File: src/sv/tbbe_ram.sv
// Generic single-port-write, registered-read RAM.
// No dependencies.
module tbbe_ram #(
	parameter int WIDTH = 8,
	parameter int DEPTH = 64
) (
	input logic clk,
	input logic we,
	input logic [$clog2(DEPTH)-1:0] waddr,
	input logic [WIDTH-1:0] wdata,
	input logic [$clog2(DEPTH)-1:0] raddr,
	output logic [WIDTH-1:0] rdata
);
	logic [WIDTH-1:0] mem [DEPTH];
	always_ff @(posedge clk) begin
		if (we) mem[waddr] <= wdata;
		rdata <= mem[raddr];
	end
endmodule

File: config.mk
export PLATFORM = sky130hd
export DESIGN_NAME = tbbe_ram
export DESIGN_NICKNAME = d
export VERILOG_FILES = /design/src/sv/tbbe_ram.sv
export SDC_FILE = /design/constraint.sdc
export NUM_CORES = 1
export LEC_CHECK = 0
export BUFFER_PORTS_ARGS = -buffer_cell sky130_fd_sc_hd__buf_2
export CORE_MARGIN = 8
export CORE_UTILIZATION = 45
export CTS_CLUSTER_DIAMETER = 40
export DETAILED_ROUTE_END_ITERATION = 8
export GPL_ROUTABILITY_DRIVEN = 1
export PLACE_DENSITY = 0.58
export SYNTH_ARGS = -nofsm -noshare
export SYNTH_HDL_FRONTEND = slang
export SYNTH_SLANG_ARGS = --single-unit
File: constraint.sdc
create_clock -name clk -period 2.1 [get_ports clk]
set_clock_uncertainty 0.1 [all_clocks]
set_input_delay 0.105 -clock clk [delete_from_list [all_inputs] [get_ports clk]]
set_output_delay 0.105 -clock clk [all_outputs]
set_load 0.03 [all_outputs]
Word-level counts from Yosys, hierarchy flattened --
Memories as Yosys holds them, arrays and structs flattened. A register that Yosys moved wholly into a read port is not among the register bits. Cells that the tools add are included.
Storage, ports and cells: logic and storage cells 3, output and inout port bits 8, bits in writable memories 512, flip-flop bits (word level) 0, memories 1
Memories:
- mem | words 64, bits a word 8, read ports 1, clocked after memory_dff 1, write ports 1, RTL line 14 | logic [WIDTH-1:0] mem [DEPTH];
Operators by class: mux-type cells 2
Operator list (count):
- 1-bit two-way mux | 2

Logic depth before layout (Yosys ltp) --
depth after elaboration 2, depth in mapped cells 9, depth with buffers taken out 5

Least setup slack after synthesis --
Ideal clock, no wire load.
kind in2reg, start point input raddr[1], end point register rdata[3], read port of mem, path buffers 3, arrival 1.645 ns, setup time 0.128 ns, cell stages on the path 7, slack 0.227 ns, cell sequence buf_4 -> buf_2 -> buf_2 -> mux4_2 -> mux4_2 -> o21ai_1 -> o41ai_1
RTL lines:
- start, declared | RTL line 11 | input logic [$clog2(DEPTH)-1:0] raddr,
- end, declared | RTL line 12 | output logic [WIDTH-1:0] rdata

Final worst setup path --
start point input waddr[1], end point memory mem[50][4], enable pin
RTL lines:
- start, declared | RTL line 9 | input logic [$clog2(DEPTH)-1:0] waddr,
- end, declared | RTL line 14
Straight into the memory's write port.

==> results.md <==
- Status: completed
- Clk root buf: clkbuf_16
- FMAX: 488 MHz
- Initial Utilization: 45.6%
- Row count: 77
- Layout Utilization: 55.4%
- Switching share of total power: 21.4%
- IO Count: 30
- Clock power frac: 47.2%
- Die W: 228 um
- Sequential area share after synthesis: between 70% and 80%
- Mapped Nets: 962
- Cts bufs inserted: 68
- Cell area after layout: around 25000 sq um
- Sequential power share: ~48%
- Final cycle utilization of the critical path: 97.6%
- Worst-path maximum fanout: 10
- Post-DP HPWL: between 30000 and 40000 um
- DRT Wirelength: 47100 um
- Pwr Density: 987 nW/um^2
- Synth Register Bits: 520
- Dpl cell area: 22100 sq um
- Vias after detailed routing: 10074
- Mapped Area: 20200 sq um
- Crit path kind: input pin to register
- Clk_lat worst skew: 580 ps
- Die H: 228 um
- # setup viols final: 0
- Slew HR: 54.3%
- Leakage: 8.08 nW
- First-pass GRT wire length: 70000 um
- Clk buf depth: 3
- Final-report hold violation count: 0
- Clock Pin Slew Worst Setup and Hold Paths: 50 ps
- Share of post-route cells with drive strength above 1: approximately 36%
- Number of global-route vias before repair: 10433
- Synthesized instance count: 940
- CP required: around 2300 ps
- Synth Area per Inst: 21.5 sq um
- Placer Congestion: 0.787
- Core area: 44200 sq um
- Internal power: 19.0 mW
- DRT Pass-1 Iters: 4
- Vias per cell: 5.59
- Largest net degree at the start of global routing: 65
- Async S/R FF share, synth: 0%
- Logic pwr share: between 5 and 6%
- Slew at the pin closest to its max-slew limit: between 600 and 700 ps
- Worst hold stages: 1
- DRT iter0 DRCs: 1028
- Setup TNS: 0 ps
- ANT cells: 0
- Worst Hold Class: input pin to register
- RSZ-0062 raised after global routing: false
- Hold_ws: 13.8 ps
- Synthesis warning total: 0
- Post-synth EDFFs: 512
- Full die area: 51800 sq um
- Placed insts: 1666
- Final non-filler cell total: 1801
- Area Overhead vs Synth: 21.6%
- Wire per inst: 26.2 um
- Post-route DRC: 0
- Grt total ovfl: 0
- IO Port Bufs: 29
- Initial antenna violation count: 1
- H-tree levels: 3
- Main synth FF type: edfxtp_1
- Antenna-violating nets left: 0
- VDD IR-drop max: 0.000861 V
- Post-layout min period: around 2000 ps
- Endpoint class of the critical path: register
- Filler cells: 3326
- FF-to-FF path depth: 5
- Max Slew Vio Count: 0
- Gr usage total: 18.8%
- Post-CTS Setup Bufs: 0
- CTS tree: done
- Critical path launch point type: input pin
- Max capacitance violation total: 0
- Yosys cell types: 40
- Multi-input combinational cell area: ~4300 sq um
- Nets: 1176
- CP arrival: between 2000 and 2500 ps
- Sw power: 5.17 mW
- Register area: 15500 sq um
- CTS Sinks: 520
-- stage by stage --
step	setup WS [ps]	total power, mW
after global placement	-323	13.0
after detailed placement	-352	13.0
after floorplan	227	12.4
final	50.2	24.2
after CTS	10.5	24.4
after global routing	0.395	24.9
-- final timing paths --
| check | slack (ps) | start | endpoint |
|---|---|---|---|
| worst max-delay path | 50 | waddr[1] | mem[50][4] |
| worst max register to register | 60 | mem[29][4] | rdata[4] |
| worst min-delay path | 10 | wdata[7] | mem[48][7] |
| worst min register to register | 790 | mem[31][6] | rdata[6] |
-- critical path, stage by stage --
cell and delay (ps):
dlygate4sd3_1 520, buf_2 220, nand2b_1 100, dlygate4sd3_1 570
nor2_1 130, dlygate4sd3_1 590
-- cells in the final DEF, fill, tap and decap left out, types with 4 or more instances in the layout --
cell type        n
o22ai_1          8
mux2_2          13
dlygate4sd3_1   10
mux2i_1         23
nor3_1           5
nor2b_1         14
nand2b_1         7
nor2_1          83
nand3_1         13
bufinv_16        6
buf_4          141
clkbuf_1        12
edfxtp_1       512
dfxtp_1          8
clkinv_1         7
clkinv_2         6
mux4_2         126
buf_2           26
buf_12          17
clkinvlp_4       6
o221ai_1         8
clkbuf_16       70
inv_6           11
nand2_1         19
a221oi_1         6
a211oi_1         4
-- cell families (layout without fill, tap and decap cells) --
logic type             after synthesis  count (layout)  share of synthesized area [%]
DFF                                520             520                           77.0
muxes                              162             162                           15.9
buffers and inverters               51             320                           1.57
AOI/OAI and AO/OA                   54              54                           2.07
and+or+nand+nor                    153             153                           3.39
-- area by class of cell --
class                   instances  share of cell area [%]
repair buffers                195                    6.70
multi-input cells             369                    17.7
clock inverters                41                    1.79
clock buffers                  84                    7.44
flip-flops and latches        520                    63.4
well taps                     592                    3.02
-- cells in the mapped netlist (4+ instances only) --
| library cell | n | area share, % |
|---|---|---|
| clkbuf_1 | 17 | 0.32 |
| buf_6 | 4 | 0.22 |
| nand3_1 | 13 | 0.32 |
| o221ai_1 | 8 | 0.35 |
| buf_2 | 11 | 0.27 |
| nor2_1 | 83 | 1.5 |
| nand2_1 | 19 | 0.35 |
| edfxtp_1 | 512 | 76 |
| mux4_2 | 126 | 14 |
| dfxtp_1 | 8 | 0.79 |
| buf_1 | 4 | 0.074 |
| a221oi_1 | 6 | 0.26 |
| o22ai_1 | 8 | 0.25 |
| mux2_2 | 13 | 0.73 |
| buf_4 | 13 | 0.48 |
| mux2i_1 | 23 | 1.1 |
| nand2b_1 | 7 | 0.22 |
| nor3_1 | 7 | 0.17 |
| a211oi_1 | 4 | 0.15 |
| nor2b_1 | 14 | 0.43 |
-- registers in the layout, summed over array words and instances, names as in the netlist --
| register | count |
|---|---|
| rdata | 8 |
| mem | 512 |
-- metal layers --
metal  GRT usage (%)  vias up  wire (um)
li1                -     4385          -
met1            26.4     5285      20300
met2            28.9      313      22200
met3            4.35       89       3150
met4            6.15        2       1350
met5               0        -         13
-- power groups by stage --
stage	Clock [mW]	Sequential, mW	Combinational, mW
floorplan	0	11.8	0.612
global placement	0	11.7	1.23
detailed placement	0	11.7	1.25
CTS	11.6	11.5	1.27
global route	12.0	11.5	1.34
finish	11.4	11.5	1.25
-- what timing repair did --
action                     4_1_cts  5_1_grt
hold endpoints to repair       189        0
gates resized for setup          3        0
setup endpoints to repair        2        1
cloned                           0        0
pin swaps                        0        1
hold buffers                    10        0
Power figures use the tool's default switching activity.
