===== src/sv/tbbe_pkg.sv =====
// Package for the trivariate Bernstein basis evaluator: widths, commands and helpers.
// Used by the top level, controller, datapath and checker; depends on nothing.
package tbbe_pkg;
	localparam int MAX_DEGREE = 5;
	localparam int MAX_BASIS = 64;
	localparam int IDX_W = $clog2(MAX_BASIS);
	localparam int MAG_W = 41;
	localparam logic [MAG_W-1:0] ACC_LIMIT = {1'b1, {(MAG_W-1){1'b0}}};
	localparam logic [MAG_W-1:0] ONE_Q24 = MAG_W'(1) << 24;

	localparam logic [0:0] OP_LOAD = 1'b0;
	localparam logic [0:0] OP_EVAL = 1'b1;

	localparam logic [0:0] REG_DEGREE = 1'b0;
	localparam logic [0:0] REG_COUNT = 1'b1;

	function automatic logic [6:0] fact(input logic [2:0] n);
		logic [6:0] r;
		begin
			case (n) inside
				3'd0, 3'd1: r = 7'd1;
				3'd2: r = 7'd2;
				3'd3: r = 7'd6;
				3'd4: r = 7'd24;
				default: r = 7'd120;
			endcase
			return r;
		end
	endfunction

	// Truncating division of a partial weight by n!. The weight never exceeds 5! = 120,
	// so 6! and 7! always give zero, and a division by 3 is a multiply by 43/128.
	function automatic logic [6:0] div_fact(input logic [6:0] w, input logic [2:0] n);
		logic [13:0] t;
		logic [6:0] q;
		begin
			t = '0;
			case (n) inside
				3'd0, 3'd1: q = w;
				3'd2: q = w >> 1;
				3'd3: begin
					t = 14'(w >> 1) * 14'd43;
					q = t[13:7];
				end
				3'd4: begin
					t = 14'(w >> 3) * 14'd43;
					q = t[13:7];
				end
				3'd5: q = (w >= 7'd120) ? 7'd1 : 7'd0;
				default: q = 7'd0;
			endcase
			return q;
		end
	endfunction

	// Multinomial weight via successive truncating divisions by constant factorials.
	function automatic logic [6:0] weight(input logic [2:0] d, input logic [2:0] a,
			input logic [2:0] b, input logic [2:0] c, input logic [2:0] e);
		logic [6:0] w;
		begin
			w = fact(d);
			w = div_fact(w, a);
			w = div_fact(w, b);
			w = div_fact(w, c);
			w = div_fact(w, e);
			return w;
		end
	endfunction

	typedef struct packed {
		logic pw_start;
		logic pw_step;
		logic [1:0] pw_coord;
		logic ev_init;
		logic ev_step;
		logic [1:0] ev_coord;
		logic emit;
		logic mul_lo;
		logic mul_pw;
	} dp_cmd_t;
endpackage


===== src/sv/tbbe_datapath.sv =====
// Datapath: power table, shared rounding multiplier and output saturation.
// Depends on tbbe_pkg.
module tbbe_datapath (
	input logic clk,
	input logic arst_n,
	input tbbe_pkg::dp_cmd_t cmd,
	input logic [2:0] pw_k,
	input logic signed [17:0] cx,
	input logic signed [17:0] cy,
	input logic signed [17:0] cz,
	input logic [11:0] code,
	input logic [6:0] wt,
	input logic [2:0] deg,
	input logic [tbbe_pkg::IDX_W-1:0] eidx,
	input logic elast,
	output logic ostb,
	output logic [tbbe_pkg::IDX_W-1:0] oidx,
	output logic [31:0] oval,
	output logic olast
);
	import tbbe_pkg::*;
	logic [MAG_W-1:0] pmag_q [4][MAX_DEGREE+1];
	logic pneg_q [4][MAX_DEGREE+1];
	logic [19:0] bm_q [4];
	logic bn_q [4];
	logic [MAG_W-1:0] acc_q;
	logic neg_q, zero_q;
	logic [61:0] part_q;

	logic signed [19:0] b [4];
	logic [MAG_W-1:0] ma, mb, mres;
	logic [4:0] sh;
	logic [2:0] ex;
	logic [20:0] mslice;
	logic [61:0] pm;
	logic [81:0] prod;
	logic [81:0] rnd;

	always_comb begin
		b[1] = 20'(cx);
		b[2] = 20'(cy);
		b[3] = 20'(cz);
		b[0] = 20'sd65536 - b[1] - b[2] - b[3];
		ex = code[3*cmd.ev_coord +: 3];
		if (cmd.mul_pw) begin
			ma = pmag_q[cmd.pw_coord][pw_k - 3'd1];
			mb = MAG_W'(bm_q[cmd.pw_coord]);
			sh = 5'd16;
		end else begin
			ma = acc_q;
			mb = pmag_q[cmd.ev_coord][ex];
			sh = 5'd24;
		end
		// A product is formed from the low slice of mb first, then the high slice.
		mslice = cmd.mul_lo ? mb[20:0] : {1'b0, mb[MAG_W-1:21]};
		pm = 62'(ma) * 62'(mslice);
		prod = 82'(part_q) + (82'(pm) << 21);
		rnd = (prod + (82'(1) << (sh - 5'd1))) >> sh;
		// A product that does not fit in 63 bits clamps, as does an oversized result.
		if (ma == '0 || mb == '0) mres = '0;
		else if (prod[81:63] != '0 || rnd > 82'(ACC_LIMIT)) mres = ACC_LIMIT;
		else mres = rnd[MAG_W-1:0];
	end

	always_ff @(posedge clk) begin
		if (cmd.mul_lo) part_q <= pm;
		if (cmd.pw_start) begin
			for (int c = 0; c < 4; c++) begin
				bn_q[c] <= b[c][19];
				bm_q[c] <= b[c][19] ? 20'(-b[c]) : b[c];
				pmag_q[c][0] <= ONE_Q24;
				pneg_q[c][0] <= 1'b0;
				pmag_q[c][1] <= MAG_W'(b[c][19] ? 20'(-b[c]) : b[c]) << 8;
				pneg_q[c][1] <= b[c][19];
			end
		end
		if (cmd.pw_step) begin
			pmag_q[cmd.pw_coord][pw_k] <= mres;
			pneg_q[cmd.pw_coord][pw_k] <= pneg_q[cmd.pw_coord][pw_k - 3'd1] ^ bn_q[cmd.pw_coord];
		end
		if (cmd.ev_init) begin
			acc_q <= MAG_W'(wt) << 24;
			neg_q <= 1'b0;
			zero_q <= 1'b0;
		end else if (cmd.ev_step) begin
			if (ex > deg) zero_q <= 1'b1;
			else begin
				acc_q <= mres;
				neg_q <= neg_q ^ pneg_q[cmd.ev_coord][ex];
			end
		end
		if (cmd.emit) begin
			oidx <= eidx;
			olast <= elast;
			if (zero_q || acc_q == '0) oval <= '0;
			else if (neg_q) oval <= (acc_q >= MAG_W'(32'h8000_0000)) ? 32'h8000_0000
				: 32'(~acc_q + MAG_W'(1));
			else oval <= (acc_q > MAG_W'(32'h7FFF_FFFF)) ? 32'h7FFF_FFFF : acc_q[31:0];
		end
	end

	always_ff @(posedge clk or negedge arst_n) begin
		if (!arst_n) ostb <= 1'b0;
		else ostb <= cmd.emit;
	end
endmodule


===== config.mk =====
export PLATFORM = sky130hd
export DESIGN_NAME = tbbe_datapath
export DESIGN_NICKNAME = d
export VERILOG_FILES = /design/src/sv/tbbe_pkg.sv /design/src/sv/tbbe_datapath.sv
export SDC_FILE = /design/constraint.sdc
export NUM_CORES = 2
export LEC_CHECK = 0
export BUFFER_PORTS_ARGS = -buffer_cell sky130_fd_sc_hd__clkbuf_2
export CAP_MARGIN = 20
export CELL_PAD_IN_SITES_DETAIL_PLACEMENT = 2
export CELL_PAD_IN_SITES_GLOBAL_PLACEMENT = 2
export CORE_MARGIN = 2
export CORE_UTILIZATION = 45
export CTS_CLUSTER_SIZE = 40
export DETAILED_ROUTE_END_ITERATION = 10
export PLACE_DENSITY = 0.9
export RECOVER_POWER = 100
export SYNTH_ARGS = -nofsm -noshare
export SYNTH_HDL_FRONTEND = slang
export SYNTH_SLANG_ARGS = --single-unit

===== constraint.sdc =====
create_clock -name clk -period 13.9 [get_ports clk]
set_input_delay 3.475 -clock clk [delete_from_list [all_inputs] [get_ports clk]]
set_output_delay 3.475 -clock clk [all_outputs]
set_load 0.03 [all_outputs]

==> results of run 1 <==
-- cell families after synthesis --
kind of cell,Yosys count,share of synthesized area
XOR/XNOR,207,0.0188
other,1,0.0000387
flip-flops,1222,0.375
multiplexers,840,0.151
buffers and inverters,1539,0.0635
AO/OA/AOI/OAI,1057,0.0765
adder cells (fa/ha/maj),1020,0.190
AND/OR/NAND/NOR,2469,0.125
-- metrics by stage --
| step | hold slack (ns) | setup slack, ns | setup TNS, ns | cell area [um2] | instances |
|---|---|---|---|---|---|
| floorplan | 0.431 | -1.49 | -1432.25 | 98500 | 8360 |
| global placement | 0.464 | -3.20 | -3185.47 | 113000 | 12200 |
| detailed placement | 0.485 | -5.98 | -5520.10 | 113000 | 12200 |
==> summary.txt, run 1 <==
Status
  • Status: stopped before the end
  • Stop stage: clock tree synthesis
  • Stop err: [ERROR DPL-0033] detailed placement checks failed during check placement.

Yosys
  • Synth unique cells: 104
  • Cells after synthesis: 8355
  • Ys flop type: edfxtp_1
  • Top post-synthesis cells by area: edfxtp_1 (37%), fa_1 (16%), mux4_2 (11%)
  • Number of synthesized flops with an enable pin: 1185
  • Post-synth top area share: 0.367
  • Top cells by count, synth: edfxtp_1 (1185), inv_1 (893), nand2_1 (800)
  • Synthesized area per cell: 11.6 um2
  • Synth Warn #: 0
  • Cell with the most instances after synthesis: edfxtp_1
  • Synthesized flop and latch total: 1222
  • Seq/Total Area, Yosys: 0.375
  • Ys async rst share: 0.000818
  • Yosys top cell by area: edfxtp_1
  • Post-Syn Area: 96900 um2

CTS
  • Clock Sinks: 1222
  • H-Tree Depth: 4
  • CTS Hold Bufs: 0
  • Post CTS Setup Buffer Count: 103
  • Count of cells resized by post-cts repair: 671
  • Clk root buf: clkbuf_16
  • Total CTS buffers: 132
  • Clock Path Buffers: 3

Floorplan
  • Die Y: 468 um
  • Site Rows: 170
  • Io pins: 139
  • Chip width: 468 um
  • Initial Utilization: 0.452

Placed design
  • Port Buf Inserts: 138
  • Final GP Congestion: 1.03
  • HPWL Detailed: 489000 um
==> inputs of run 2 (changes only) <==
CELL_PAD_IN_SITES_DETAIL_PLACEMENT = default   (was 2)
CELL_PAD_IN_SITES_GLOBAL_PLACEMENT = default   (was 2)
CORE_UTILIZATION = 32   (was 45)
CTS_CLUSTER_SIZE = default   (was 40)
PLACE_DENSITY = default   (was 0.9)
PLACE_DENSITY_LB_ADDON = 0.15   (was default)
==> run 2 against run 1 <==
The flow now finishes, with violations (capacitance limit, slew limit, setup timing). Synthesized cell count unchanged. Area after synthesis unchanged.
==> summary.txt, run 2 <==
Status
  • Status: finished with violations
  • Failing checks: capacitance limit, slew limit, setup timing

Yosys
  • Top post-synthesis cells by area: edfxtp_1 (37%), fa_1 (16%), mux4_2 (11%)
  • Top cells by count, synth: edfxtp_1 (1185), inv_1 (893), nand2_1 (800)
  • Synth unique cells: 104 (unchanged)
  • Ys flop type: edfxtp_1
  • Synthesized area per cell: 11.6 um2 (unchanged)
  • Post-Synth XOR/XNOR Area: 0.0188 (unchanged)
  • Post-Synth Simple-Gate Area: 0.125 (unchanged)
  • Multiplexer share of the synthesized area: 0.151 (unchanged)
  • Ys async rst share: 0.000818 (unchanged)
  • Post-Syn Area: 96900 um2 (unchanged)
  • Synth Warn #: 0 (unchanged)
  • Synth Area in Compound Gates: 0.0765 (unchanged)
  • Cell with the most instances after synthesis: edfxtp_1
  • Post-synthesis adder-cell area fraction: 0.190 (unchanged)
  • Seq/Total Area, Yosys: 0.375 (unchanged)
  • Yosys top cell by area: edfxtp_1
  • Post-synth top area share: 0.367 (unchanged)
  • Number of synthesized flops with an enable pin: 1185 (unchanged)
  • Cells after synthesis: 8355 (unchanged)
  • Main combinational cell family by area after synthesis: adder cells
  • Synthesized flop and latch total: 1222 (unchanged)

CTS
  • H-Tree Depth: 4 (unchanged)
  • CTS tree: built
  • Clk pin slew, worst setup/hold paths: 0.06 ns
  • Total CTS buffers: 143 (+8.3%)
  • Clock Sinks: 1222 (unchanged)
  • Skew-Pair Late Insertion Delay: 0.84 ns
  • Clk root buf: clkbuf_16
  • CTS Hold Bufs: 0 (unchanged)
  • Clock Path Buffers: 3 (unchanged)

Floorplan
  • Chip width: 554 um (+18%)
  • Core footprint: 302000 um2
  • DIE AREA: 307000 um2
  • Site Rows: 202 (+19%)
  • Initial Utilization: 0.321 (-0.131)
  • Io pins: 139 (unchanged)
  • Die Y: 554 um (+18%)

Detailed routing
  • Pre-antenna DRT Iters: 8
  • Via count: 78100
  • Final WL: 429000 um
  • Initial DRC count: 8261
  • Post-route ant nets: 0
  • Via density: 5.63
  • Drt drc: 0
  • WL per Instance: 30.9 um

Cells and area
  • Commonest non-fill, non-tap cells in the layout: buf_4 (1539), edfxtp_1 (1185), inv_1 (888)
  • Nets: 10900
  • Max FFs per register: 984
  • Fill count: 28600
  • Biggest regs: pmag_q: 984 flops, bm_q: 80 flops, part_q: 47 flops
  • Largest Register: pmag_q
  • Synth-to-layout area growth: 28.1%
  • Share of cells above drive strength 1: 0.318
  • Commonest non-fill, non-tap cell in the layout: buf_4
  • Finished Layout Cells: 13900

Setup path
  • CP Launch Type: input port
  • Critical Setup Path Class: in -> reg
  • Most frequent cell on the critical path: buf_4
  • Crit path DAT: 16.65 ns
  • R2r worst-path depth: 51
  • Data required, critical path: 14.58 ns
  • Worst Path Max Fanout: 22
  • Setup crit end kind: flop
  • CP peak stage delay: 0.72 ns
  • Slowest CP cell: mux4_4

Global route
  • Initial antenna violation count: 17
  • First-pass GRT wire length: 601000 um
  • Global Route Usage Sum: 0.274
  • Overflow after GRT: 0
  • Largest net degree at the start of global routing: 71
  • Vias in the first global route: 79900

STA
  • Final min period: 15.97 ns
  • Finish-stage setup viols: 1025
  • Hold Vio Cnt, Final: 0
  • Final Cycle Share: 1.15
  • Final Max Slew Viols: 41
  • Rel. slew slack: -0.351
  • Setup TNS: -1986.21 ns
  • Final WS setup: -2.07 ns
  • Clk_skew: 0.0521 ns
  • Worst slew pin tran: 2.03 ns
  • F_max: 62.6 MHz
  • RSZ-0062 raised after global routing: true

Placed design
  • Cell count after placement: 13500 (+10%)
  • Port Buf Inserts: 138 (unchanged)
  • HPWL Detailed: 322000 um (-34%)
  • Final GP Congestion: 0.947 (-8.2%)

Hold path
  • Hold path cells: 2
  • Class of the worst hold path: reg -> reg

Job
  • Max_cap viols: 2
-- run 2: layout make-up --
class                           instances  area (um2)  share of cell area
Inverter                              898        3380              0.0272
Clock inverter                         87        1090             0.00877
Multi-Input combinational cell       5600       57600               0.464
Clock buffer                          174        3780              0.0304
Timing Repair Buffer                 1920       17000               0.137
Tap cell                             3978        4980              0.0401
Sequential cell                      1222       36300               0.293
Antenna cell                            9        22.5            0.000181
-- run 2: worst paths after layout --
| kind | slack (ns) | start | endpoint |
|---|---|---|---|
| worst max-delay path | -2.07 | cmd[3] | pmag_q[0][49]$_DFFE_PP_ |
| max in group asynchronous | 11.38 | arst_n | ostb$_DFF_PN0_ |
| worst min-delay path | 0.49 | acc_q[37]$_SDFFE_PP0P_ | acc_q[37]$_SDFFE_PP0P_ |
| min in group asynchronous | 2.42 | arst_n | ostb$_DFF_PN0_ |
| worst max register to register | 1.05 | pmag_q[2][173]$_DFFE_PP_ | pmag_q[0][49]$_DFFE_PP_ |
| worst min register to register | 0.49 | acc_q[37]$_SDFFE_PP0P_ | acc_q[37]$_SDFFE_PP0P_ |
-- run 2: critical path, delay by kind of cell --
kind / cells / cell delay [ns]
simple gates: 13 / 2.53
fa+ha+maj: 9 / 4.11
mux: 4 / 1.73
compound gates: 8 / 1.45
xor+xnor: 2 / 0.37
buf+inv: 21 / 2.88
-- run 2: cells by family after synthesis --
family,Yosys count
AO/OA/AOI/OAI,1057
XOR/XNOR,207
adder cells (fa/ha/maj),1020
buffers and inverters,1539
flip-flops,1222
multiplexers,840
other,1
AND/OR/NAND/NOR,2469
-- run 2: routing by layer --
| metal | vias up | GRT usage | part of all wire | routed length [um] |
|---|---|---|---|---|
| met5 | - | 0 | 0.000070 | 30 |
| met4 | 4 | 0.137 | 0.061 | 26100 |
| met3 | 793 | 0.0484 | 0.072 | 30900 |
| met2 | 3473 | 0.451 | 0.47 | 203000 |
| met1 | 40800 | 0.347 | 0.40 | 170000 |
| li1 | 33000 | - | - | - |
-- run 2: per-stage QoR --
| stage | instance area, um2 | hold slack [ns] | setup slack [ns] | utilization |
|---|---|---|---|---|
| 2_1_floorplan | 98500 | 0.431 | -1.49 | - |
| 3_3_place_gp | 116000 | 0.458 | -3.67 | 0.384 |
| 3_5_place_dp | 116000 | 0.473 | -3.67 | 0.384 |
| 4_1_cts | 122000 | 0.485 | -2.00 | 0.405 |
| 5_1_grt | 124000 | 0.503 | -2.35 | 0.411 |
| 6_report | 124000 | 0.488 | -2.07 | 0.411 |
-- run 2: repair_timing --
action                                  in CTS  in global routing
hold endpoints to repair                     0                  0
gates resized for setup                    160                222
buffers inserted                            44                 43
gates cloned                                12                 10
pin swaps                                   33                 65
endpoints found under the setup margin    1025               1029
Power of run 2 is left out: the tool's default activity adds up to more than one toggle a clock period on the data nets, which glitch-free logic cannot reach.
