[config.mk]
export PLATFORM = sky130hd
export DESIGN_NAME = tbbe_ctrl
export DESIGN_NICKNAME = d
export VERILOG_FILES = /design/src/sv/tbbe_pkg.sv /design/src/sv/tbbe_ctrl.sv
export SDC_FILE = /design/constraint.sdc
export NUM_CORES = 1
export LEC_CHECK = 0
export ABC_AREA = 0
export BUFFER_PORTS_ARGS = -buffer_cell sky130_fd_sc_hd__buf_2
export CORE_UTILIZATION = 55
export DETAILED_ROUTE_END_ITERATION = 8
export PLACE_DENSITY = 0.81
export REMOVE_ABC_BUFFERS = 1
export SETUP_SLACK_MARGIN = 0.02
export SLEW_MARGIN = 40
export SYNTH_ARGS = -nofsm -noshare
export SYNTH_HDL_FRONTEND = slang
export SYNTH_SLANG_ARGS = --single-unit
export TNS_END_PERCENT = 5
[constraint.sdc]
create_clock -name clk -period 4.35 [get_ports clk]
set_clock_uncertainty 0.1 [all_clocks]
set_input_delay 0.87 -clock clk [delete_from_list [all_inputs] [get_ports clk]]
set_output_delay 0.87 -clock clk [all_outputs]
set_load 0.03 [all_outputs]
[src/sv/tbbe_pkg.sv]
// Package for the trivariate Bernstein basis evaluator: widths, commands and helpers.
// Used by the top level, controller, datapath and checker; depends on nothing.
package tbbe_pkg;
	localparam int MAX_DEGREE = 5;
	localparam int MAX_BASIS = 64;
	localparam int IDX_W = $clog2(MAX_BASIS);
	localparam int MAG_W = 41;
	localparam logic [MAG_W-1:0] ACC_LIMIT = {1'b1, {(MAG_W-1){1'b0}}};
	localparam logic [MAG_W-1:0] ONE_Q24 = MAG_W'(1) << 24;

	localparam logic [0:0] OP_LOAD = 1'b0;
	localparam logic [0:0] OP_EVAL = 1'b1;

	localparam logic [0:0] REG_DEGREE = 1'b0;
	localparam logic [0:0] REG_COUNT = 1'b1;

	function automatic logic [6:0] fact(input logic [2:0] n);
		logic [6:0] r;
		begin
			case (n) inside
				3'd0, 3'd1: r = 7'd1;
				3'd2: r = 7'd2;
				3'd3: r = 7'd6;
				3'd4: r = 7'd24;
				default: r = 7'd120;
			endcase
			return r;
		end
	endfunction

	// Truncating division of a partial weight by n!. The weight never exceeds 5! = 120,
	// so 6! and 7! always give zero, and a division by 3 is a multiply by 43/128.
	function automatic logic [6:0] div_fact(input logic [6:0] w, input logic [2:0] n);
		logic [13:0] t;
		logic [6:0] q;
		begin
			t = '0;
			case (n) inside
				3'd0, 3'd1: q = w;
				3'd2: q = w >> 1;
				3'd3: begin
					t = 14'(w >> 1) * 14'd43;
					q = t[13:7];
				end
				3'd4: begin
					t = 14'(w >> 3) * 14'd43;
					q = t[13:7];
				end
				3'd5: q = (w >= 7'd120) ? 7'd1 : 7'd0;
				default: q = 7'd0;
			endcase
			return q;
		end
	endfunction

	// Multinomial weight via successive truncating divisions by constant factorials.
	function automatic logic [6:0] weight(input logic [2:0] d, input logic [2:0] a,
			input logic [2:0] b, input logic [2:0] c, input logic [2:0] e);
		logic [6:0] w;
		begin
			w = fact(d);
			w = div_fact(w, a);
			w = div_fact(w, b);
			w = div_fact(w, c);
			w = div_fact(w, e);
			return w;
		end
	endfunction

	typedef struct packed {
		logic pw_start;
		logic pw_step;
		logic [1:0] pw_coord;
		logic ev_init;
		logic ev_step;
		logic [1:0] ev_coord;
		logic emit;
		logic mul_lo;
		logic mul_pw;
	} dp_cmd_t;
endpackage

[src/sv/tbbe_ctrl.sv]
// Controller: sequences power build, per-entry products and result emission.
// Depends on tbbe_pkg.
module tbbe_ctrl (
	input logic clk,
	input logic arst_n,
	input logic go,
	input logic [6:0] count,
	output logic busy,
	output tbbe_pkg::dp_cmd_t cmd,
	output logic [2:0] pw_k,
	output logic [tbbe_pkg::IDX_W-1:0] ridx,
	output logic [tbbe_pkg::IDX_W-1:0] eidx,
	output logic elast
);
	import tbbe_pkg::*;
	typedef enum logic [4:0] {
		S_IDLE = 5'b00001, S_POW = 5'b00010, S_RD = 5'b00100,
		S_MUL = 5'b01000, S_EMIT = 5'b10000
	} state_t;
	state_t state_q;
	logic [2:0] k_q;
	logic [1:0] c_q;
	logic ph_q;
	logic [IDX_W:0] i_q, n_q;

	assign busy = (state_q != S_IDLE);
	assign pw_k = k_q;
	// The table read is registered, so the next entry is addressed while emitting.
	assign ridx = (state_q == S_EMIT) ? i_q[IDX_W-1:0] + 1'b1 : i_q[IDX_W-1:0];
	assign eidx = i_q[IDX_W-1:0];
	assign elast = (i_q + 1'b1 == n_q);

	always_comb begin
		cmd = '0;
		cmd.pw_start = (state_q == S_IDLE) && go;
		cmd.pw_step = (state_q == S_POW) && ph_q;
		cmd.pw_coord = c_q;
		cmd.ev_init = (state_q == S_RD);
		cmd.ev_step = (state_q == S_MUL) && ph_q;
		cmd.ev_coord = c_q;
		cmd.emit = (state_q == S_EMIT);
		cmd.mul_lo = ((state_q == S_POW) || (state_q == S_MUL)) && !ph_q;
		cmd.mul_pw = (state_q == S_POW);
	end

	always_ff @(posedge clk or negedge arst_n) begin
		if (!arst_n) begin
			state_q <= S_IDLE;
			k_q <= '0;
			c_q <= '0;
			ph_q <= 1'b0;
			i_q <= '0;
			n_q <= '0;
		end else begin
			unique case (state_q)
				S_IDLE: if (go) begin
					n_q <= (count > 7'(MAX_BASIS)) ? (IDX_W+1)'(MAX_BASIS)
						: (IDX_W+1)'(count);
					k_q <= 3'd2;
					c_q <= '0;
					ph_q <= 1'b0;
					i_q <= '0;
					state_q <= (count == 7'd0) ? S_IDLE : S_POW;
				end
				S_POW: begin
					ph_q <= ~ph_q;
					if (ph_q) begin
						if (k_q == 3'(MAX_DEGREE)) begin
							k_q <= 3'd2;
							c_q <= c_q + 2'd1;
							if (c_q == 2'd3) state_q <= S_RD;
						end else k_q <= k_q + 3'd1;
					end
				end
				S_RD: begin
					c_q <= '0;
					ph_q <= 1'b0;
					state_q <= S_MUL;
				end
				S_MUL: begin
					ph_q <= ~ph_q;
					if (ph_q) begin
						c_q <= c_q + 2'd1;
						if (c_q == 2'd3) state_q <= S_EMIT;
					end
				end
				S_EMIT: begin
					i_q <= i_q + 1'b1;
					state_q <= elast ? S_IDLE : S_RD;
				end
				default: state_q <= S_IDLE;
			endcase
		end
	end
endmodule

# Word-level counts from Yosys, hierarchy flattened
# Cells that the tools add are included.
# totals
reg_bits	25
wordCells	69
# classes
add_sub_neg	4
magnitude_cmp	1
bitwise_logic	1
n_reduce_logical	18
n_mux	24
eq_ne	15
# op_table
cell	n
$mux 5	6
$pmux 5 s5	1
$mux 7	2
$pmux 7 s2	1
$mux 3	4
$mux 2	5
$ne 2x1->1 const B	4
$pmux 2 s4	1
$add 7x1->7 const B	1
$eq 7x7->1	1
$gt 7x7->1 const B	1
$logic_not 7->1	1
$add 6x1->6 const B	1
$mux 6	1
$pmux 3 s2	1
$reduce_and 2->1	3
$reduce_and 6->1	1
$eq 5x1->1 const B	1
$eq 5x2->1 const B	1
$eq 5x3->1 const B	1
$eq 5x4->1 const B	1
$eq 5x5->1 const B	1
$ne 5x1->1 const B	1
$reduce_and 5->1	1
other kinds (16)	21

# Longest topological paths before layout
# Gate-level depths: netlist of run 1.
# logic_depth
ltp_word	5
ltp_mapped	7
mapped_depth_nobuf	7

# Worst setup path after synthesis of run 1
# No wires, ideal clock.
# synth_timing
path_type	register to output
start	register state_q[1]
end	output port ridx[2] in the netlist's numbering
arrival_time_ps	1739
path_buffers	1
slack_ps	1641
path_stages_with_launch	7
cell_sequence	dfrtp_1 buf_2 nor3_4 nand3b_1 inv_2 nand2_1 xnor2_1
# synth_lines
element	line	source
from (decl)	tbbe_ctrl.sv:20	state_t state_q;
from (signal assigned)	tbbe_ctrl.sv:63	state_q <= (count == 7'd0) ? S_IDLE : S_POW;
from (signal assigned)	tbbe_ctrl.sv:89	state_q <= elast ? S_IDLE : S_RD;
to (decl)	tbbe_ctrl.sv:11	output logic [tbbe_pkg::IDX_W-1:0] ridx,

# Final worst setup path of run 1
# layout_timing
start	register state_q[1]
end	output port ridx[0] in the netlist's numbering
# layout_between
elab_chain_len	2
# layout_lines
element	line	source
$eq 5x5->1	tbbe_ctrl.sv:29	assign ridx = (state_q == S_EMIT) ? i_q[IDX_W-1:0] + 1'b1 : i_q[IDX_W-1:0];
$mux 6	tbbe_ctrl.sv:29	
# No other way between the ends.

==> results, run 1 <==
- The total via count in the routed design is 1,392.
- The number of buffers inserted for hold repair after clock tree synthesis is 0.
- At the later pin of the worst-skew pair, clock insertion delay measures 0.32 ns.
- The global router's overall resource usage is 23.2%.
- The multi-input combinational cells in the finished layout cover a total of 930 um2.
- The capturing element type of the critical path is an output port.
- The accumulated negative setup slack is 0 ns.
- The post-CTS resize count is 0.
- The die covers 0.00331 mm2.
- The floorplan step set the die width to 57.6 um.
- Before CTS, the worst setup slack after placement is 1.48 ns.
- Power spread over the standard cell area amounts to 569 mW/mm2.
- The vertical extent of the die is 57.6 um.
- The leftover overflow at the end of global routing is 0.
- Buffers placed on the I/O ports in this run total 37.
- The worst min-delay path category is input port to asynchronous set/reset pin.
- The number of design-rule violations left by the first detailed-router iteration is 81.
- The count of yosys warnings during synthesis is 0.
- The wire length of the first global-routing pass is 5980 um.
- In this run the tightest slew margin relative to its limit is 63.7%.
- For the worst setup path, the data required time is 3.38 ns.
- After detailed routing, the average wire length per cell comes to 14.0 um.
- The post-CTS setup buffer count is 0.
- The critical path data arrival time is 2.26 ns.
- The maximum clock frequency is 310 MHz.
- In this run the standard cell core region covers 0.00283 mm2.
- Cells with a size suffix above 1 make up 26.4% of the layout.
- The netlist area before placement is 0.00170 mm2.
- Routability-driven placement finished with a final weighted congestion of 0.831.
- The standard cell area after detailed placement is 0.00181 mm2.
- The final hold violation count is 0.
- Setup repair after global routing left no endpoint under its margin.
- Setup violations remaining at the end of the flow were counted as 0.
- The count of unique library cells instantiated by Yosys is 51.
- In the synthesized netlist the dominant register cell turns out to be sky130_fd_sc_hd__dfrtp_1.
- The fraction of registers with async set/reset is 100%.
- The number of H-tree levels is 1.
- The maximum resistive drop on vdd is 0.266 mV.
- The area taken by flip-flops and latches is 627 um2.
- Summed over all nets, the half-perimeter wirelength after detailed placement is 2640 um.
- The adder and majority gate portion of the synthesized area is 3.68%.
- The type of element launching the critical path is a flop.
- In the layout the commonest cells are sky130_fd_sc_hd__buf_2, sky130_fd_sc_hd__nand2_1, sky130_fd_sc_hd__dfrtp_1, sky130_fd_sc_hd__o21ai_0, sky130_fd_sc_hd__nor2_1.
- The post-route DRC violation count is 2.
- For this design the top-level I/O count stands at 38.
- The number of core rows is 19.
- The depth of the most critical reg-to-reg path is 5.
- The initial utilization of the core area, before any placement, comes to 60.0%.
- The run finished, with violations left.
- The number of filler cells placed in the layout is 244.
- The setup slack after layout is 1.12 ns.
- The maximum fanout count along the critical path is 12.
- The wire length after detailed routing is 3470 um.
- At the pin with the least slew margin, the transition time is 0.545 ns.
- The worst path needs 3.23 ns of the cycle, external delays included.
- The number of diodes is 0.
- The initial antenna violation count is 0.
- The synthesized netlist devotes 16.9% of its cell area to compound gates.
- The count of maximum capacitance violations is 0.
- The maximum buffer depth of the clock tree is 2.
- Yosys mapped a number of flops with a built-in enable equal to 0.
- Relative to the synthesized area, the layout overhead comes to 8.18%.
- Summing the areas of all xor and xnor instances in the mapped netlist gives 8.18% of the synthesized area.
- The synthesized netlist devotes 23.9% of its cell area to simple gates.
- The final critical path takes up 74.1% of the cycle.
- The clock root buffer is sky130_fd_sc_hd__clkbuf_4.
- The via count of the first global-routing pass is 1,291.
- The final instance area is 0.00184 mm2.
- Entering global routing, the biggest net connects 26 pins.
- The number of clock buffers added by TritonCTS is 3.
- The area share of the largest cell type after synthesis is 35.4%.
- Of the synthesized area, sequential elements account for 36.9%.
- Once detail routing completed, the nets flagged for antenna violations numbered 0.
- The clock input transition at the sequential cells of the worst setup and hold paths is 0.15 ns.
- The checks that failed: DRC.
- The portion of synthesized area spent on multiplexers is 1.99%.
- In the post-synthesis netlist, the biggest area contributors are sky130_fd_sc_hd__dfrtp_1, sky130_fd_sc_hd__o21ai_0, sky130_fd_sc_hd__nand2_1.
- The number of synthesized register bits is 25.
- The synthesized design spends more area on one cell type than any other, namely sky130_fd_sc_hd__dfrtp_1.
- The leading cell type in the layout, fill and taps excluded is sky130_fd_sc_hd__buf_2.
- The synthesized area per cell is 8.84 um2.
- The critical path is of the flop to output port type.
- By area, the combinational part of the netlist is dominated by simple AND/OR/NAND/NOR gates.
- After detailed routing, the number of vias per cell comes to 5.64.
- The synthesized instance count is 192.
- The number of clock sinks is 25.
- The count of pins over their slew limit is 0.
- At the end of the flow, the number of nets in the layout was 232.
- In this run the static leakage power is 0.954 nW.
- TritonCTS built the clock tree.
- The length of the first detailed-routing pass in iterations is 6.
registers in the layout (all words and copies together), names as in the netlist:
name / count
state_q: 5
c_q: 2
ph_q: 1
n_q: 7
i_q: 7
pw_k: 3
final cells by class:
| type | count | share of cell area (%) |
|---|---|---|
| tap | 31 | 2.11 |
| multi-input combinational | 143 | 50.6 |
| timing repair buffer | 37 | 10.1 |
| inverter | 7 | 1.43 |
| sequential | 25 | 34.1 |
| clock inverter | 1 | 0.409 |
| clock buffer | 3 | 1.23 |
metrics by stage:
| stage | util, % | hold WS, ns | power (mW) | cells |
|---|---|---|---|---|
| 6_report | 64.9 | 0.409 | 1.05 | 247 |
| 5_1_grt | 64.9 | 0.433 | 1.13 | 247 |
| 4_1_cts | 64.9 | 0.425 | 1.05 | 247 |
| 3_5_place_dp | 63.9 | 0.392 | 0.938 | 243 |
| 3_3_place_gp | 63.9 | 0.389 | 0.915 | 243 |
| 2_1_floorplan | - | 0.365 | 0.797 | 175 |
power breakdown:
part | internal [mW] | switching [mW]
logic | 0.210 | 0.349
clock network | 0.0350 | 0.0727
registers | 0.296 | 0.0819
routing by layer:
metal	global-route usage [%]	share of wire (%)	vias up
met5	0	0	-
met4	6.97	1.0	0
met3	2.49	3.1	4
met2	36.9	47	30
met1	33.4	49	661
li1	-	-	697
logic make-up after synthesis:
group,after synthesis
fa+ha+maj,5
simple gates,78
buf+inv,24
flops,25
compound gates,42
mux,3
xor+xnor,15
cells in the mapped netlist, types with 2 or more instances:
cell,number
sky130_fd_sc_hd__clkbuf_1,2
sky130_fd_sc_hd__nand2_1,24
sky130_fd_sc_hd__and2_1,2
sky130_fd_sc_hd__xnor2_1,4
sky130_fd_sc_hd__o21ai_0,21
sky130_fd_sc_hd__nor2_1,20
sky130_fd_sc_hd__nand3b_1,2
sky130_fd_sc_hd__nand2b_1,7
sky130_fd_sc_hd__a21oi_1,3
sky130_fd_sc_hd__ha_1,5
sky130_fd_sc_hd__o21ai_1,2
sky130_fd_sc_hd__buf_4,8
sky130_fd_sc_hd__a21o_1,2
sky130_fd_sc_hd__inv_2,2
sky130_fd_sc_hd__inv_1,5
sky130_fd_sc_hd__buf_6,2
sky130_fd_sc_hd__nor2b_1,2
sky130_fd_sc_hd__a211oi_2,2
sky130_fd_sc_hd__dfrtp_1,24
sky130_fd_sc_hd__nor3_1,3
sky130_fd_sc_hd__o31ai_1,3
sky130_fd_sc_hd__xor2_1,10
sky130_fd_sc_hd__mux2_2,2
sky130_fd_sc_hd__nand3_1,4
sky130_fd_sc_hd__buf_2,5
worst max-delay path, stage by stage, from the launching register on:
cell                       delay (ns)
sky130_fd_sc_hd__dfrtp_1         0.51
sky130_fd_sc_hd__nor3_4          0.27
sky130_fd_sc_hd__nand3b_1        0.37
sky130_fd_sc_hd__inv_2           0.28
sky130_fd_sc_hd__ha_1            0.27
sky130_fd_sc_hd__inv_1           0.05
sky130_fd_sc_hd__buf_2           0.18
path summary, 6_finish.rpt:
path / to / slack [ns] / start
setup / recovery: ridx[0] / 1.12 / state_q[1]
hold / removal: i_q[3] / 0.41 / arst_n
setup reg to reg: i_q[0] / 2.25 / state_q[1]
hold reg to reg: n_q[6] / 0.43 / n_q[6]
max in group asynchronous: state_q[0] / 3.37 / arst_n
min in group clk: n_q[6] / 0.43 / n_q[6]
No activity file was read; power rests on OpenSTA's default activity.
==> run 2: changes to the inputs <==
--- a/config.mk
+++ b/config.mk
@@ -7,9 +7,9 @@
 export LEC_CHECK = 0
 export ABC_AREA = 0
 export BUFFER_PORTS_ARGS = -buffer_cell sky130_fd_sc_hd__buf_2
-export CORE_UTILIZATION = 55
+export CORE_UTILIZATION = 49
 export DETAILED_ROUTE_END_ITERATION = 8
-export PLACE_DENSITY = 0.81
+export PLACE_DENSITY = 0.76
 export REMOVE_ABC_BUFFERS = 1
 export SETUP_SLACK_MARGIN = 0.02
 export SLEW_MARGIN = 40
==> constraint.sdc (replaced) <==
create_clock -name clk -period 2.7 [get_ports clk]
set_clock_uncertainty 0.1 [all_clocks]
set_input_delay 0.54 -clock clk [delete_from_list [all_inputs] [get_ports clk]]
set_output_delay 0.54 -clock clk [all_outputs]
set_load 0.03 [all_outputs]
==> run 2 against run 1 <==
Non-clock buffer count up 6. Wire length down 0.37%. Critical endpoint is now elast. Sequential share of layout area down 1.1 points. Clock power up 67%. Die area up 12%. The run now ends clean.
==> results, run 2 (synthesized netlist as in run 1, its figures left out) <==
- In this run the power density over the cells is 884 mW/mm2.
- The die is 60.9 um tall.
- Row generation in the floorplan step produced 21 rows.
- The length of the first detailed-routing pass in iterations is 4.
- The capturing element type of the critical path is an output port.
- Entering global routing, the biggest net connects 26 pins.
- The part of the total power dissipated in the clock network is 10.6%.
- The maximum resistive drop on vdd is 0.369 mV.
- The number of nets in the layout is 238.
- From synthesis to final layout, the design area changed by 12.7%.
- The sequential fraction of design power is 35.7%.
- The routed layout has 1,442 vias.
- The top cell types in the final layout, fill and taps aside, are sky130_fd_sc_hd__buf_2, sky130_fd_sc_hd__nand2_1, sky130_fd_sc_hd__o21ai_0, sky130_fd_sc_hd__dfrtp_1, sky130_fd_sc_hd__nor2_1.
- The first global-routing pass estimated 5650 um of wire.
- The share of power burned in combinational logic is 53.6%.
- The count of pins on the block boundary is 38.
- Summed over all layers, the routed wires come to 3460 um.
- Clock latency on the worst-skew pair, taken at its later pin, is 0.34 ns.
- The post-route DRC violation count is 0.
- The final hold violation count was 0.
- Subtracting the final worst setup slack from the clock period gives 2.58 ns.
- The die covers 0.00370 mm2.
- Dividing the detail-routed via count by the number of cells gives 5.38.
- In the global route stage, met3 resource usage came out at 3.41%.
- The analysis attributes to net switching a power of 0.804 mW.
- The antenna violation net count after detailed routing is 0.
- The remaining max-slew budget at the tightest pin is 63.0%.
- OpenSTA, run right after detailed placement, puts the worst setup slack at 0.270 ns.
- Derived from the worst setup path, the maximum achievable clock frequency is 388 MHz.
- The number of clock buffers added by TritonCTS is 3.
- The maximum fanout count along the critical path is 8.
- Max-cap violations in this run came to 0.
- The placer's final routability congestion estimate is 0.837.
- Setup repair after global routing could not meet its margin everywhere.
- The setup slack after layout is 0.121 ns.
- The initial core utilization is 50.9%.
- The standard cell area after detailed placement is 0.00184 mm2.
- The category of the critical setup timing path is flop to output port.
- The worst min-delay path category is input port to asynchronous set/reset pin.
- The total power after layout is 1.69 mW.
- The post-route clock period utilization is 95.5%.
- At the pin with the least slew margin, the transition time is 0.555 ns.
- The met2 track demand over resource in global routing is 31.1%.
- Counting along the longest clock path gives a buffer depth of 2.
- The count of pins over their slew limit was 0.
- The initial antenna violation count was 0.
- The internal power of the cells totals 0.887 mW.
- In this run the number of H-tree levels came out at 1.
- The final instance area is 0.00191 mm2.
- In this run the most used layer during global routing was met2.
- The detailed router finished its first iteration with 78 violations.
- Net switching is 47.6% of the power.
- The leftover overflow at the end of global routing is 0.
- The number of filler cells placed in the layout is 322.
- The run finished with clean final reports.
- The worst setup path is launched from a flop.
- For this run, the total global-route usage over all layers was measured as 20.7%.
- The via count of the first global-routing pass came to 1,210.
- The die is 60.9 um wide.
- The number of antenna diodes in the final layout is 0.
- The region available for standard cell placement spans 0.00334 mm2.
- After clock tree synthesis, the clock-pin slew on the worst setup and hold paths is 0.15 ns.
- TritonCTS built the clock tree.
- The leakage power is 0.977 nW.
- Of the cells placed in the final design, the portion with a size suffix greater than 1 is 31.5%.
- After detailed routing, the average wire length per cell comes to 12.9 um.
- The met1 global-route usage is 30.4%.
- STA puts the critical path data arrival time at 1.94 ns.
- The clock root buffer is sky130_fd_sc_hd__clkbuf_4.
- The largest registers in the layout are i_q x7, n_q x7, state_q x5.
- For the worst setup path, the data required time is 2.06 ns.
- The number of port buffers is 37.
- The number of clock sinks is 25.
- Summed over all nets, the half-perimeter wirelength after detailed placement is 2500 um.
- Leaving out fill and tap cells, the most frequent cell in the layout is sky130_fd_sc_hd__buf_2.
- Setup violations remaining at the end of the flow were counted as 0.
[run 2: layout make-up]
| cell class | instances | area, um2 | area share [%] |
|---|---|---|---|
| Multi-Input combinational cell | 143 | 940 | 49.1 |
| Sequential cell | 25 | 632 | 33.0 |
| Timing Repair Buffer | 43 | 230 | 12.0 |
| Tap cell | 46 | 57.6 | 3.01 |
| Inverter | 7 | 26.3 | 1.37 |
| Clock buffer | 3 | 22.5 | 1.18 |
| Clock inverter | 1 | 5.00 | 0.262 |
[run 2: power groups by stage]
stage	logic, mW	clock network [mW]	registers [mW]
floorplan	0.645	0	0.639
global placement	0.892	0	0.607
detailed placement	0.909	0	0.610
CTS	0.912	0.183	0.601
global route	1.03	0.200	0.622
finish	0.907	0.180	0.604
[run 2: repair_timing]
item                                    CTS  global route
resized for setup                         3             4
hold buffers                              0             0
buffers inserted                          2             2
endpoints found under the setup margin    1             5
pin swaps                                 0             2
[run 2: worst paths after layout]
kind                           from    endpoint  slack [ns]  cells after the start
max reg2reg                  i_q[1]  state_q[0]        0.85                      7
min in group clk           count[0]      n_q[0]        0.34                      3
min reg2reg                  n_q[6]      n_q[6]        0.43                      2
min                          arst_n      i_q[1]        0.06                      1
max                          i_q[3]       elast        0.12                      6
max in group asynchronous    arst_n  state_q[3]        2.03                      1
[run 2: critical path, stage by stage, from the launching register on]
cell and delay, ns:
sky130_fd_sc_hd__dfrtp_1 0.56, sky130_fd_sc_hd__nor2_1 0.07, sky130_fd_sc_hd__mux2_2 0.27, sky130_fd_sc_hd__a211o_1 0.32, sky130_fd_sc_hd__nand4_1 0.15, sky130_fd_sc_hd__inv_1 0.05
sky130_fd_sc_hd__buf_2 0.17
[run 2: layer usage]
metal | up-vias | wire length, um
li1 | 713 | -
met1 | 684 | 1710
met2 | 41 | 1560
met3 | 4 | 136
met4 | 0 | 48
met5 | - | 0
[run 2: through the flow]
stage | cells | hold slack (ns) | utilization, % | setup TNS [ns]
2_1_floorplan | 175 | 0.144 | - | 0
3_3_place_gp | 260 | 0.382 | 55.2 | 0
3_5_place_dp | 260 | 0.402 | 55.2 | 0
4_1_cts | 266 | 0.0901 | 56.6 | 0
5_1_grt | 268 | 0.106 | 57.3 | -0.000768
6_report | 268 | 0.0625 | 57.3 | 0
==> run 3: changes to the inputs <==
--- a/config.mk
+++ b/config.mk
@@ -7,9 +7,11 @@
 export LEC_CHECK = 0
 export ABC_AREA = 0
 export BUFFER_PORTS_ARGS = -buffer_cell sky130_fd_sc_hd__buf_2
-export CORE_UTILIZATION = 49
+export CAP_MARGIN = 20
+export CORE_UTILIZATION = 50
+export CTS_BUF_LIST = sky130_fd_sc_hd__clkbuf_8
 export DETAILED_ROUTE_END_ITERATION = 8
-export PLACE_DENSITY = 0.76
+export PLACE_DENSITY = 0.78
 export REMOVE_ABC_BUFFERS = 1
 export SETUP_SLACK_MARGIN = 0.02
 export SLEW_MARGIN = 40
==> run 3 against run 2 <==
Total power grew 3.2%. Fmax grew 2.1%. Via count shrank 3.3%. Core utilization grew 3.5 points. Clock power grew 24%. Critical path type unchanged. Largest cell class unchanged. Largest power group unchanged.
==> results, run 3 (synthesized netlist as in run 1, its figures left out) <==
- After detailed routing, the average wire length per cell comes to 13.1 um.
- The remaining max-slew budget at the tightest pin is 63.3%.
- The count of pins over their slew limit is 0.
- The critical path data arrival time is 1.89 ns.
- The number of nets in the layout is 235.
- The reg-to-reg critical path endpoint is c_q[0].
- The number of diodes is 0.
- The die covers 0.00363 mm2.
- The placed wire-length estimate after detailed placement is 2540 um.
- In this run the remaining antenna-violating nets after routing total 0.
- The clock root buffer is sky130_fd_sc_hd__clkbuf_8.
- The multi-input combinational cells in the finished layout cover a total of 940 um2.
- The number of clock sinks is 25.
- The number of filler cells placed in the layout is 283.
- The number of clock buffers added by TritonCTS is 3.
- The maximum resistive drop on vdd is 0.344 mV.
- The detailed router finished its first iteration with 75 violations.
- Compared with the post-synthesis result, the final layout area differs by 12.2%.
- The clock period could shrink to 2.53 ns.
- The via-per-instance ratio is 5.30.
- In the global route stage, overall resource usage came out at 21.9%.
- The worst register-to-register path begins at state_q[0].
- For this design the top-level I/O count stands at 38.
- The largest registers in the layout are i_q x7, n_q x7, state_q x5.
- Clock latency on the worst-skew pair, taken at its later pin, is 0.27 ns.
- The tool flagged a number of max-cap violations equal to 0.
- Across all register-to-register paths, the minimum setup slack is 0.91 ns.
- In this run the number of H-tree levels came out at 1.
- The initial core utilization is 54.3%.
- The worst min-delay path category is input port to asynchronous set/reset pin.
- The maximum clock frequency is 396 MHz.
- In this run the power density over the cells is 917 mW/mm2.
- The via count of the first global-routing pass is 1,223.
- The initial antenna violation count was 0.
- The tightest hold path in the finished design has a slack of 0.143 ns.
- The post-route clock period utilization is 93.5%.
- Routability-driven placement finished with a final weighted congestion of 0.794.
- The pre-CTS setup slack is 0.301 ns.
- In the routed design, unresolved DRC markers number 0.
- The maximum fanout count along the critical path is 9.
- The capturing element type of the critical path is an output port.
- Setup repair after global routing left no endpoint under its margin.
- The setup slack after layout is 0.175 ns.
- In this run the static leakage power is 0.972 nW.
- The category of the critical setup timing path is flop to output port.
- The placeable core region is 0.00313 mm2.
- From left edge to right edge, the die measures 60.3 um.
- The floorplan has 20 rows.
- The wire length after detailed routing is 3430 um.
- The total power after layout is 1.75 mW.
- Adding up every negative setup slack in the final design gives 0 ns.
- The layout cell share with drive strength beyond 1 is 29.7%.
- The transition time of the tightest slew-check pin is 0.551 ns.
- Entering global routing, the biggest net connects 26 pins.
- In this run the tool buffered the top-level ports with 37 buffer cells.
- The clock input transition at the sequential cells of the worst setup and hold paths is 0.09 ns.
- In the layout the commonest cells are sky130_fd_sc_hd__buf_2, sky130_fd_sc_hd__nand2_1, sky130_fd_sc_hd__o21ai_0, sky130_fd_sc_hd__dfrtp_1, sky130_fd_sc_hd__nor2_1.
- Once placement finished, the instance area stood at 0.00184 mm2.
- In this run, placement finished with an instance count of 258.
- The total via count in the routed design is 1,395.
- The TritonCTS clock tree is done.
- The number of cells in the finished layout apart from fillers is 263.
- The library cell used most frequently in the layout, excluding fill and tap cells, is sky130_fd_sc_hd__buf_2.
- The flow ran to the end, and the final reports show no timing, DRC or antenna violations.
- The area taken by flip-flops and latches is 631 um2.
- The type of element launching the critical path is a flop.
- The wire length of the first global-routing pass is 5850 um.
- The depth of the most critical reg-to-reg path is 5.
- The final hold violation count is 0.
- Summed over all layers, the global routing overflow is 0.
- The pre-antenna-repair detailed-routing pass consisted of 4 iterations.
- The maximum buffer depth of the clock tree is 2.
- The final number of setup-violating endpoints is 0.
- The data required time at the worst endpoint is 2.06 ns.
- The final core utilization is 60.9%.
- The die is 60.3 um tall.
- The finished cells cover 0.00190 mm2.
run 3: per-layer routing:
metal  part of all wire (%)  global-route usage [%]
met5                      0                       0
met4                    1.5                    8.64
met3                    3.6                    2.60
met2                     45                    30.6
met1                     50                    33.7
run 3: timing repair:
| action | in CTS | in global routing |
|---|---|---|
| endpoints found under the setup margin | 2 | 7 |
| gates resized for setup | 3 | 3 |
| cloned | 0 | 0 |
| hold buffers | 0 | 0 |
| pin swaps | 0 | 2 |
| setup buffers | 0 | 1 |
| endpoints found under the hold margin | 0 | 0 |
run 3: report_power, final:
part / internal, mW / switching (mW) / total, mW
logic: 0.347 / 0.566 / 0.914
clock network: 0.102 / 0.121 / 0.223
registers: 0.480 / 0.129 / 0.609
total: 0.929 / 0.816 / 1.75
run 3: worst max-delay path by stage:
stage,slack [ns],to,start
3_3_place_gp,0.35,elast,i_q[0]
3_5_place_dp,0.30,ridx[0],state_q[1]
5_1_grt,0.03,elast,i_q[2]
6_report,0.17,elast,i_q[2]
2_1_floorplan,0.13,ridx[2],state_q[1]
4_1_cts,0.03,ridx[0],state_q[1]
run 3: layout make-up:
| type | count | share of cell area, % |
|---|---|---|
| clock buffers | 3 | 2.17 |
| clock inverters | 1 | 0.197 |
| inverters | 7 | 1.38 |
| multi-input cells | 143 | 49.3 |
| flip-flops and latches | 25 | 33.1 |
| well taps | 44 | 2.89 |
| repair buffers | 40 | 10.9 |
run 3: critical path, cell delays in order, from the launching register on:
cell and delay [ns]:
sky130_fd_sc_hd__dfrtp_1 0.52, sky130_fd_sc_hd__and3_4 0.30, sky130_fd_sc_hd__and3_1 0.17, sky130_fd_sc_hd__o2111a_1 0.18, sky130_fd_sc_hd__nand4_1 0.16, sky130_fd_sc_hd__inv_1 0.08
sky130_fd_sc_hd__buf_2 0.19
